--- config.mk ---
export PLATFORM = sky130hd
export DESIGN_NAME = tlb_cache_address_translator_flat
export DESIGN_NICKNAME = d
export VERILOG_FILES = /design/src/rtl/tcat_pkg.sv /design/src/rtl/tcat_if.sv /design/src/rtl/tcat_ctrl.sv /design/src/rtl/tcat_dp.sv /design/src/rtl/tlb_cache_address_translator.sv /design/src/flat_wrapper.sv
export SDC_FILE = /design/constraint.sdc
export NUM_CORES = 2
export LEC_CHECK = 0
export CORE_MARGIN = 2
export CORE_UTILIZATION = 30
export DETAILED_ROUTE_END_ITERATION = 6
export DONT_BUFFER_PORTS = 1
export PLACE_DENSITY = 0.5
export SYNTH_ARGS = -nofsm -noshare
export SYNTH_HDL_FRONTEND = slang
export SYNTH_SLANG_ARGS = --single-unit
--- constraint.sdc ---
create_clock -name i_clk -period 7.76 [get_ports i_clk]
set_clock_uncertainty 0.15 [all_clocks]
set_input_delay 1.94 -clock i_clk [delete_from_list [all_inputs] [get_ports i_clk]]
set_output_delay 1.94 -clock i_clk [all_outputs]
set_load 0.03 [all_outputs]
--- src/rtl/tcat_pkg.sv ---
// ----------------------------------------------------------------------------
// tcat_pkg
// Types, field widths and default sizes shared by the address translator.
// ----------------------------------------------------------------------------
package tcat_pkg;

    // default store sizes
    localparam int DEF_TLB_SETS     = 4;
    localparam int DEF_TLB_WAYS     = 4;
    localparam int DEF_PAGE_ENTRIES = 256;
    localparam int DEF_CACHE_LINES  = 16;

    // fixed field widths
    localparam int KIND_W  = 2;
    localparam int VA_W    = 14;
    localparam int SET_W   = 2;
    localparam int TAG_W   = 6;
    localparam int VPN_W   = 8;
    localparam int PPN_W   = 6;
    localparam int LIDX_W  = 4;
    localparam int LDATA_W = 32;
    localparam int BYTE_W  = 8;
    localparam int OFFS_W  = 2;

    // virtual address layout
    localparam int VA_TAG_LSB  = 8;
    localparam int VA_VPN_LSB  = 6;
    localparam int VA_LINE_LSB = 2;

    typedef enum logic [KIND_W-1:0] {
        KIND_READ      = 2'd0,
        KIND_LOAD_TLB  = 2'd1,
        KIND_LOAD_PAGE = 2'd2,
        KIND_LOAD_LINE = 2'd3
    } t_kind;

    typedef enum logic [1:0] {
        S_CLEAR,
        S_IDLE,
        S_EXEC
    } t_state;

    typedef struct packed {
        t_kind                kind;
        logic [VA_W-1:0]      virtual_address;
        logic [SET_W-1:0]     tlb_set;
        logic [TAG_W-1:0]     entry_tag;
        logic [VPN_W-1:0]     virtual_page;
        logic [PPN_W-1:0]     physical_page;
        logic [LIDX_W-1:0]    line_index;
        logic [LDATA_W-1:0]   line_data;
    } t_req;

    typedef struct packed {
        logic [BYTE_W-1:0]    data_byte;
        logic                 determined;
        logic [PPN_W-1:0]     translated_page;
    } t_rsp;

    typedef struct packed {
        logic                 valid;
        logic [TAG_W-1:0]     tag;
        logic [PPN_W-1:0]     page;
    } t_tlb_ent;

    typedef struct packed {
        logic                 valid;
        logic [TAG_W-1:0]     tag;
        logic [LDATA_W-1:0]   data;
    } t_line_ent;

    // controller -> datapath
    typedef struct packed {
        logic clr_en;
        logic capture;
        logic pt_wr;
        logic line_wr;
        logic tlb_fill;
        logic out_load;
    } t_dp_cmd;

    // datapath -> controller
    typedef struct packed {
        logic clr_last;
        logic out_free;
    } t_dp_sts;

endpackage

--- src/rtl/tcat_if.sv ---
// ----------------------------------------------------------------------------
// tcat_if
// Valid/ready channels for requests and responses of the address translator.
// ----------------------------------------------------------------------------
interface tcat_req_if;
    import tcat_pkg::*;

    logic valid;
    logic ready;
    t_req payload;

    modport source (output valid, output payload, input ready);
    modport sink   (input valid, input payload, output ready);
endinterface

interface tcat_rsp_if;
    import tcat_pkg::*;

    logic valid;
    logic ready;
    t_rsp payload;

    modport source (output valid, output payload, input ready);
    modport sink   (input valid, input payload, output ready);
endinterface

--- src/rtl/tcat_ctrl.sv ---
// ----------------------------------------------------------------------------
// tcat_ctrl
// Sequencer: clearing pass after reset, request capture, execute step.
// ----------------------------------------------------------------------------
module tcat_ctrl (
    input  logic              i_clk,
    input  logic              i_rst_n,
    input  logic              i_req_valid,
    input  tcat_pkg::t_kind   i_req_kind,
    input  tcat_pkg::t_dp_sts i_sts,
    output logic              o_req_ready,
    output tcat_pkg::t_dp_cmd o_cmd
);
    import tcat_pkg::*;

    t_state r_state, n_state;
    t_kind  r_kind, n_kind;

    always_ff @(posedge i_clk) begin
        if (!i_rst_n) begin
            r_state <= S_CLEAR;
            r_kind  <= KIND_READ;
        end else begin
            r_state <= n_state;
            r_kind  <= n_kind;
        end
    end

    // next state
    always_comb begin
        n_state = r_state;
        n_kind  = r_kind;
        case (r_state)
            S_CLEAR: begin
                if (i_sts.clr_last) n_state = S_IDLE;
            end
            S_IDLE: begin
                if (i_req_valid) begin
                    n_kind = i_req_kind;
                    if (i_req_kind inside {KIND_READ, KIND_LOAD_TLB})
                        n_state = S_EXEC;
                end
            end
            S_EXEC: begin
                if (r_kind == KIND_LOAD_TLB || i_sts.out_free) n_state = S_IDLE;
            end
            default: n_state = S_CLEAR;
        endcase
    end

    // outputs
    always_comb begin
        o_req_ready = 1'b0;
        o_cmd       = '0;
        case (r_state)
            S_CLEAR: begin
                o_cmd.clr_en = 1'b1;
            end
            S_IDLE: begin
                o_req_ready = 1'b1;
                if (i_req_valid) begin
                    o_cmd.capture = 1'b1;
                    o_cmd.pt_wr   = (i_req_kind == KIND_LOAD_PAGE);
                    o_cmd.line_wr = (i_req_kind == KIND_LOAD_LINE);
                end
            end
            S_EXEC: begin
                if (r_kind == KIND_LOAD_TLB) o_cmd.tlb_fill = 1'b1;
                else if (i_sts.out_free)     o_cmd.out_load = 1'b1;
            end
            default: ;
        endcase
    end

endmodule

--- src/rtl/tcat_dp.sv ---
// ----------------------------------------------------------------------------
// tcat_dp
// Datapath: TLB way memories, page table, cache line memory, compare logic
// and the response register.
// ----------------------------------------------------------------------------
module tcat_dp #(
    parameter int TLB_SETS     = tcat_pkg::DEF_TLB_SETS,
    parameter int TLB_WAYS     = tcat_pkg::DEF_TLB_WAYS,
    parameter int PAGE_ENTRIES = tcat_pkg::DEF_PAGE_ENTRIES,
    parameter int CACHE_LINES  = tcat_pkg::DEF_CACHE_LINES
) (
    input  logic              i_clk,
    input  logic              i_rst_n,
    input  tcat_pkg::t_dp_cmd i_cmd,
    input  tcat_pkg::t_req    i_req,
    input  logic              i_rsp_ready,
    output logic              o_rsp_valid,
    output tcat_pkg::t_rsp    o_rsp,
    output tcat_pkg::t_dp_sts o_sts
);
    import tcat_pkg::*;

    localparam int TLB_AW  = (TLB_SETS > 1) ? $clog2(TLB_SETS) : 1;
    localparam int PT_AW   = $clog2(PAGE_ENTRIES);
    localparam int LINE_AW = $clog2(CACHE_LINES);
    localparam int CLR_DEPTH_A = (TLB_SETS > PAGE_ENTRIES) ? TLB_SETS : PAGE_ENTRIES;
    localparam int CLR_DEPTH   = (CACHE_LINES > CLR_DEPTH_A) ? CACHE_LINES : CLR_DEPTH_A;
    localparam int CLR_W       = $clog2(CLR_DEPTH);

    // index wrap tables
    logic [TLB_AW-1:0]  w_set_map  [1 << SET_W];
    logic [PT_AW-1:0]   w_pt_map   [1 << VPN_W];
    logic [LINE_AW-1:0] w_line_map [1 << LIDX_W];

    for (genvar i = 0; i < (1 << SET_W); i++) begin : g_set_map
        assign w_set_map[i] = TLB_AW'(i % TLB_SETS);
    end
    for (genvar i = 0; i < (1 << VPN_W); i++) begin : g_pt_map
        assign w_pt_map[i] = PT_AW'(i % PAGE_ENTRIES);
    end
    for (genvar i = 0; i < (1 << LIDX_W); i++) begin : g_line_map
        assign w_line_map[i] = LINE_AW'(i % CACHE_LINES);
    end

    // clearing pass counter
    logic [CLR_W-1:0] r_clr_idx;
    logic             w_clr_tlb, w_clr_pt, w_clr_line;

    always_ff @(posedge i_clk) begin
        if (!i_rst_n) begin
            r_clr_idx <= '0;
        end else if (i_cmd.clr_en) begin
            r_clr_idx <= r_clr_idx + 1'b1;
        end
    end

    assign w_clr_tlb  = i_cmd.clr_en && ({1'b0, r_clr_idx} < (CLR_W+1)'(TLB_SETS));
    assign w_clr_pt   = i_cmd.clr_en && ({1'b0, r_clr_idx} < (CLR_W+1)'(PAGE_ENTRIES));
    assign w_clr_line = i_cmd.clr_en && ({1'b0, r_clr_idx} < (CLR_W+1)'(CACHE_LINES));

    // latched request fields
    logic [TAG_W-1:0]  r_va_tag;
    logic [OFFS_W-1:0] r_offset;
    logic [TAG_W-1:0]  r_fill_tag;
    logic [PPN_W-1:0]  r_fill_page;
    logic [TLB_AW-1:0] r_set_idx;
    logic [TLB_AW-1:0] w_rd_set;

    assign w_rd_set = (i_req.kind == KIND_READ)
                    ? w_set_map[i_req.virtual_address[VA_VPN_LSB +: SET_W]]
                    : w_set_map[i_req.tlb_set];

    always_ff @(posedge i_clk) begin
        if (i_cmd.capture) begin
            r_va_tag    <= i_req.virtual_address[VA_TAG_LSB +: TAG_W];
            r_offset    <= i_req.virtual_address[OFFS_W-1:0];
            r_fill_tag  <= i_req.entry_tag;
            r_fill_page <= i_req.physical_page;
            r_set_idx   <= w_rd_set;
        end
    end

    // TLB: one memory per way, indexed by set
    t_tlb_ent          w_tlb_rd [TLB_WAYS];
    logic [TLB_WAYS-1:0] w_fill_way;
    logic [TLB_AW-1:0] w_tlb_waddr;
    t_tlb_ent          w_tlb_wdata;

    assign w_tlb_waddr = i_cmd.clr_en ? TLB_AW'(r_clr_idx) : r_set_idx;
    assign w_tlb_wdata = i_cmd.clr_en ? t_tlb_ent'('0)
                                      : t_tlb_ent'{valid: 1'b1, tag: r_fill_tag,
                                                   page: r_fill_page};

    for (genvar g = 0; g < TLB_WAYS; g++) begin : g_way
        t_tlb_ent r_mem [TLB_SETS];
        t_tlb_ent r_rd;
        logic     w_we;

        assign w_we = w_clr_tlb || (i_cmd.tlb_fill && w_fill_way[g]);

        always_ff @(posedge i_clk) begin
            if (w_we) r_mem[w_tlb_waddr] <= w_tlb_wdata;
            if (i_cmd.capture) r_rd <= r_mem[w_rd_set];
        end

        assign w_tlb_rd[g] = r_rd;
    end

    // page table
    logic [PPN_W-1:0] r_pt_mem [PAGE_ENTRIES];
    logic [PPN_W-1:0] r_pt_rd;
    logic [PT_AW-1:0] w_pt_waddr;

    assign w_pt_waddr = i_cmd.clr_en ? PT_AW'(r_clr_idx) : w_pt_map[i_req.virtual_page];

    always_ff @(posedge i_clk) begin
        if (w_clr_pt || i_cmd.pt_wr)
            r_pt_mem[w_pt_waddr] <= i_cmd.clr_en ? '0 : i_req.physical_page;
        if (i_cmd.capture)
            r_pt_rd <= r_pt_mem[w_pt_map[i_req.virtual_address[VA_VPN_LSB +: VPN_W]]];
    end

    // cache lines
    t_line_ent          r_line_mem [CACHE_LINES];
    t_line_ent          r_line_rd;
    logic [LINE_AW-1:0] w_line_waddr;

    assign w_line_waddr = i_cmd.clr_en ? LINE_AW'(r_clr_idx) : w_line_map[i_req.line_index];

    always_ff @(posedge i_clk) begin
        if (w_clr_line || i_cmd.line_wr)
            r_line_mem[w_line_waddr] <= i_cmd.clr_en ? t_line_ent'('0)
                : t_line_ent'{valid: 1'b1, tag: i_req.entry_tag, data: i_req.line_data};
        if (i_cmd.capture)
            r_line_rd <= r_line_mem[w_line_map[i_req.virtual_address[VA_LINE_LSB +: LIDX_W]]];
    end

    // way compare and free-way search, lowest way first
    logic             w_hit, w_free_found;
    logic [PPN_W-1:0] w_tlb_page;

    always_comb begin
        w_hit        = 1'b0;
        w_tlb_page   = '0;
        w_free_found = 1'b0;
        w_fill_way   = '0;
        for (int w = 0; w < TLB_WAYS; w++) begin
            if (!w_hit && w_tlb_rd[w].valid && w_tlb_rd[w].tag == r_va_tag) begin
                w_hit      = 1'b1;
                w_tlb_page = w_tlb_rd[w].page;
            end
            if (!w_free_found && !w_tlb_rd[w].valid) begin
                w_free_found  = 1'b1;
                w_fill_way[w] = 1'b1;
            end
        end
    end

    logic [PPN_W-1:0]  w_page;
    logic              w_det;
    logic [BYTE_W-1:0] w_byte;

    assign w_page = w_hit ? w_tlb_page : r_pt_rd;
    assign w_det  = r_line_rd.valid && (r_line_rd.tag == w_page);

    always_comb begin
        case (r_offset)
            2'd0:    w_byte = r_line_rd.data[0*BYTE_W +: BYTE_W];
            2'd1:    w_byte = r_line_rd.data[1*BYTE_W +: BYTE_W];
            2'd2:    w_byte = r_line_rd.data[2*BYTE_W +: BYTE_W];
            default: w_byte = r_line_rd.data[3*BYTE_W +: BYTE_W];
        endcase
    end

    // response register
    logic r_out_valid, n_out_valid;
    t_rsp r_out;

    assign n_out_valid = i_cmd.out_load || (r_out_valid && !i_rsp_ready);

    always_ff @(posedge i_clk) begin
        if (!i_rst_n) begin
            r_out_valid <= 1'b0;
        end else begin
            r_out_valid <= n_out_valid;
        end
    end

    always_ff @(posedge i_clk) begin
        if (i_cmd.out_load) begin
            r_out.data_byte       <= w_det ? w_byte : '0;
            r_out.determined      <= w_det;
            r_out.translated_page <= w_page;
        end
    end

    assign o_rsp_valid    = r_out_valid;
    assign o_rsp          = r_out;
    assign o_sts.out_free = !r_out_valid || i_rsp_ready;
    assign o_sts.clr_last = (r_clr_idx == CLR_W'(CLR_DEPTH - 1));

endmodule

--- src/rtl/tlb_cache_address_translator.sv ---
// ----------------------------------------------------------------------------
// tlb_cache_address_translator
// Virtual address translation through a set-associative TLB and a page
// table, followed by a direct-mapped cache lookup.
// ----------------------------------------------------------------------------
// Usage:
//   i_req carries one request: a read of a 14-bit virtual address, or a load
//   of a TLB entry, a page table entry or a cache line. o_rsp returns one
//   response per read (byte, determined flag, translated page); loads return
//   nothing.
//   A read captures first: the TLB ways, the page table and the cache line
//   memory are read at once into registers. The execute state then compares
//   the ways and the line tag and loads the response register, which drives
//   the response valid. A TLB load reads the set at capture, then writes the
//   first free way in the execute state; page table and cache line loads
//   write at capture. After reset a clearing pass over max(TLB_SETS,
//   PAGE_ENTRIES, CACHE_LINES) entries (256 by default) zeroes the stores;
//   i_req.ready stays low then. If the receiver stalls, the response is held
//   in the output register and the next request is still taken; a following
//   read waits in its compare cycle until the register frees up.
// ----------------------------------------------------------------------------
module tlb_cache_address_translator #(
    parameter int TLB_SETS     = tcat_pkg::DEF_TLB_SETS,
    parameter int TLB_WAYS     = tcat_pkg::DEF_TLB_WAYS,
    parameter int PAGE_ENTRIES = tcat_pkg::DEF_PAGE_ENTRIES,
    parameter int CACHE_LINES  = tcat_pkg::DEF_CACHE_LINES
) (
    input  logic              i_clk,
    input  logic              i_rst_n,
    tcat_req_if.sink          i_req,
    tcat_rsp_if.source        o_rsp
);
    import tcat_pkg::*;

    t_dp_cmd w_cmd;
    t_dp_sts w_sts;

    tcat_ctrl u_ctrl (
        .i_clk       (i_clk),
        .i_rst_n     (i_rst_n),
        .i_req_valid (i_req.valid),
        .i_req_kind  (i_req.payload.kind),
        .i_sts       (w_sts),
        .o_req_ready (i_req.ready),
        .o_cmd       (w_cmd)
    );

    tcat_dp #(
        .TLB_SETS     (TLB_SETS),
        .TLB_WAYS     (TLB_WAYS),
        .PAGE_ENTRIES (PAGE_ENTRIES),
        .CACHE_LINES  (CACHE_LINES)
    ) u_dp (
        .i_clk       (i_clk),
        .i_rst_n     (i_rst_n),
        .i_cmd       (w_cmd),
        .i_req       (i_req.payload),
        .i_rsp_ready (o_rsp.ready),
        .o_rsp_valid (o_rsp.valid),
        .o_rsp       (o_rsp.payload),
        .o_sts       (w_sts)
    );

`ifndef NO_ASSERTIONS
    // response register is only loaded when it is free
    a_load_free: assert property (@(posedge i_clk) disable iff (!i_rst_n)
        w_cmd.out_load |-> w_sts.out_free)
        else $error("response register overwritten while full");

    // a read occupies the block for its compare cycle
    a_read_busy: assert property (@(posedge i_clk) disable iff (!i_rst_n)
        (i_req.valid && i_req.ready && i_req.payload.kind == KIND_READ) |=> !i_req.ready)
        else $error("request taken during read compare");

    // no request is taken right after reset: clearing pass runs first
    a_clear_first: assert property (@(posedge i_clk) disable iff (!i_rst_n)
        $rose(i_rst_n) |-> !i_req.ready)
        else $error("request taken before clearing pass");

    // undetermined responses carry a zero byte
    a_undet_zero: assert property (@(posedge i_clk) disable iff (!i_rst_n)
        (o_rsp.valid && !o_rsp.payload.determined) |-> (o_rsp.payload.data_byte == '0))
        else $error("nonzero byte on undetermined response");
`endif

endmodule

--- src/flat_wrapper.sv ---
// flat-port wrapper written by rule: the top's interface ports become plain ports
module tlb_cache_address_translator_flat import tcat_pkg::*;
#(
    parameter int TLB_SETS     = tcat_pkg::DEF_TLB_SETS,
    parameter int TLB_WAYS     = tcat_pkg::DEF_TLB_WAYS,
    parameter int PAGE_ENTRIES = tcat_pkg::DEF_PAGE_ENTRIES,
    parameter int CACHE_LINES  = tcat_pkg::DEF_CACHE_LINES
)
  (i_clk, i_rst_n, i_req_valid, i_req_payload, i_req_ready, o_rsp_valid, o_rsp_payload, o_rsp_ready);
  tcat_req_if i_req_i ();
  tcat_rsp_if o_rsp_i ();
  input  logic i_clk;
  input  logic i_rst_n;
  input wire logic [$bits(i_req_i.valid)-1:0] i_req_valid;
  input wire logic [$bits(i_req_i.payload)-1:0] i_req_payload;
  output wire logic [$bits(i_req_i.ready)-1:0] i_req_ready;
  output wire logic [$bits(o_rsp_i.valid)-1:0] o_rsp_valid;
  output wire logic [$bits(o_rsp_i.payload)-1:0] o_rsp_payload;
  input wire logic [$bits(o_rsp_i.ready)-1:0] o_rsp_ready;
  assign i_req_i.valid = i_req_valid;
  assign i_req_i.payload = i_req_payload;
  assign i_req_ready = i_req_i.ready;
  assign o_rsp_valid = o_rsp_i.valid;
  assign o_rsp_payload = o_rsp_i.payload;
  assign o_rsp_i.ready = o_rsp_ready;
  tlb_cache_address_translator #(.TLB_SETS(TLB_SETS), .TLB_WAYS(TLB_WAYS), .PAGE_ENTRIES(PAGE_ENTRIES), .CACHE_LINES(CACHE_LINES)) u_core (.i_clk(i_clk), .i_rst_n(i_rst_n), .i_req(i_req_i), .o_rsp(o_rsp_i));
endmodule
==> results_dict.tcl <==
set metrics [dict create \
    drive_above_1_share_pct 22.4 \
    synth_top_family_by_area "multiplexers" \
    worstPathRequired_ns 8.26 \
    path_max_fanout 180 \
    die_h_um 574 \
    syn_area_per_cell_um2 20.9 \
    clk_latency_ns 0.91 \
    syn_area_um2 97300 \
    hold_viol 0 \
    leakage_uw 0.0299 \
    synth-edff-count 2502 \
    fin_crit_sh_pct 76.1 \
    initial_core_util_pct 30.1 \
    cts_tree "built" \
    vias 45700 \
    slew_headroom_pct -3.96 \
    wire_per_inst_um 26.5 \
    synth_ff_type "edfxtp_1" \
    first_pass_iters 5 \
    layout_commonest_cell "edfxtp_1" \
    synth-seq-cells 2515 \
    cts_buffer_depth 4 \
    dp_slack_ns 1.91 \
    h-tree-depth 4 \
    synth_warnings 0 \
    synth_seq_area_share_pct 77.4 \
    fin_ws_ns 1.85 \
    crit_type "in -> reg" \
    grt_start_max_net_pins 386 \
    status "finished, violations left" \
    postCtsHoldBufs 0 \
    placedInstanceArea_um2 102000 \
    tightest_slew_ns 1.56 \
    setup_tns_ns 0 \
    synth_compound_area_share_pct 1.94 \
    cp-end-kind "flop" \
    final.min_clock_period_ns 5.91 \
    synth-simple-area-share_pct 3.96 \
    synth-async-reset-ratio_pct 0 \
    cts_root_buffer "clkbuf_16" \
    synth_nets 4739 \
    grt_pass1_vias 47100 \
    dp_hpwl_mm 135 \
    max-cap-violations 0 \
    core_um2 323000 \
    grt_pass1_wl_mm 351 \
    power_density_nw_per_um2 249 \
    antenna_found_initial 24 \
    p_total_uw 27500 \
    hold_path_class "reg -> reg" \
    vias_per_cell 4.94 \
    peakVddDrop_mv 0.184 \
    numCtsBuffers 248 \
    path_clk_slew_ns 0.06 \
    finalInstanceArea_um2 110000 \
    fin_nets 4810 \
    setup_violations 0 \
    mostFrequentLayoutCells "edfxtp_1, mux4_2, nor2_1" \
    synthMuxAreaShare_pct 15.1 \
    num_rows 209 \
    yosysUniqueCellTypes 64 \
    routabilityCongestion 0.756 \
    drt_first_iter_violations 4425 \
    drc 0 \
    cp_data_arrival_time_ns 6.40 \
    cts_sinks 2515 \
    worstSetupStartpointType "input port" \
    failed_checks "max-slew violations" \
    rsz0062_at_grt "false" \
    globalRouteTotalUtil_pct 14.6 \
    hold_ws_ns 0.330 \
    post_cts_buffers 0 \
    antenna_left 0 \
    wl_mm 245 \
    synth-xor-area-share_pct 0.297 \
    syn_inst 4660 \
    fillers 30300 \
    portBuffers 0 \
    clock.fmax_ghz 0.169 \
    overflow 0 \
    die_x_um 574 \
    area_growth_pct 13.3 \
    die_area_um2 329000 \
    synth-adder-area-share_pct 0.0129 \
    io_pins 95 \
    cts_resized 0 \
    slew_viol_final 95 \
]
critical path, cell delays in order:
cell	delay, ns
buf_16	0.89
buf_16	0.61
mux4_2	0.61
a221oi_1	0.34
o21ai_0	0.14
a31oi_1	0.46
o21ai_0	0.52
o21ai_0	0.33
nor3_1	0.11
final timing paths:
path / startpoint / end / slack [ns] / cells after the start
worst max-delay path: i_req_payload[64] / u_core.u_dp.r_pt_rd[4] / 1.85 / 9
worst min-delay path: u_core.u_ctrl.r_kind[1] / u_core.u_ctrl.r_kind[1] / 0.33 / 2
worst max register to register: u_core.u_ctrl.r_state[0] / u_core.u_dp.r_line_mem[13][9] / 3.00 / 8
worst min register to register: u_core.u_ctrl.r_kind[1] / u_core.u_ctrl.r_kind[1] / 0.33 / 2
through the flow:
step	util, %	instances
CTS	34.0	9241
floorplan	-	4660
detailed placement	31.7	8801
global route	34.1	9249
global placement	31.7	8801
finish	34.1	9254
cells in the mapped netlist, types with 22 or more instances:
library cell     n  share of area, %
edfxtp_1      2502                77
mux4_2         617                14
nor2_1         330               1.3
nand2_1        303               1.2
clkbuf_1       151              0.58
a22oi_1         72              0.56
and2_1          70              0.45
mux2i_1         66              0.68
and3_1          64              0.41
a31oi_1         62              0.40
a21oi_1         52              0.27
buf_2           49              0.25
buf_4           26              0.20
buf_1           23             0.089
nor2b_1         23              0.15
o21ai_0         23              0.12
xnor2_1         22              0.20
where the power goes:
group | leakage, µW | switching, µW | internal [µW]
registers | 0.0199 | 37.2 | 14900
logic | 0.00634 | 496 | 333
clock network | 0.00374 | 5100 | 6560
total | 0.0299 | 5630 | 21800
registers in the layout, indices dropped and copies added, names as in the netlist:
name and flops:
u_core.u_dp.r_fill_page 6, u_core.u_dp.r_set_idx 2, u_core.u_dp.r_clr_idx 8, u_core.u_dp.r_pt_rd 6, u_core.u_dp.r_offset 2, u_core.u_dp.o_rsp 15
u_core.u_dp.o_rsp_valid 1, u_core.u_ctrl.r_state 2, u_core.u_ctrl.r_kind 2, u_core.u_dp.r_va_tag 6, u_core.u_dp.r_line_mem 624, u_core.u_dp.r_line_rd 39
u_core.u_dp.g_way.r_rd 52, u_core.u_dp.r_fill_tag 6, u_core.u_dp.r_pt_mem 1536, u_core.u_dp.g_way.r_mem 208
layout make-up:
| type | instances | area, µm² | area share [%] |
|---|---|---|---|
| Timing Repair Buffer | 76 | 721 | 0.654 |
| Tap cell | 4325 | 5410 | 4.91 |
| Sequential cell | 2515 | 75400 | 68.4 |
| Antenna cell | 8 | 20.0 | 0.0182 |
| Clock buffer | 301 | 6450 | 5.85 |
| Clock inverter | 139 | 1230 | 1.12 |
| Multi-Input combinational cell | 1882 | 21000 | 19.0 |
| Inverter | 8 | 38.8 | 0.0352 |
routing by layer:
| metal | GRT usage (%) | wire (µm) | part of all wire [%] |
|---|---|---|---|
| met1 | 19.8 | 105000 | 43 |
| met2 | 24.3 | 120000 | 49 |
| met3 | 2.55 | 13700 | 5.6 |
| met4 | 3.99 | 6330 | 2.6 |
| met5 | 0 | 76 | 0.031 |
logic make-up (layout without fill, tap and decap cells):
group / count (synthesis) / count (layout)
adder cells (fa/ha/maj): 1 / 1
AND/OR/NAND/NOR: 869 / 869
XOR/XNOR: 33 / 33
other: 0 / 8
multiplexers: 697 / 697
flip-flops: 2515 / 2515
buffers and inverters: 263 / 524
AO/OA/AOI/OAI: 282 / 282
(Power assumes the default switching activity.)
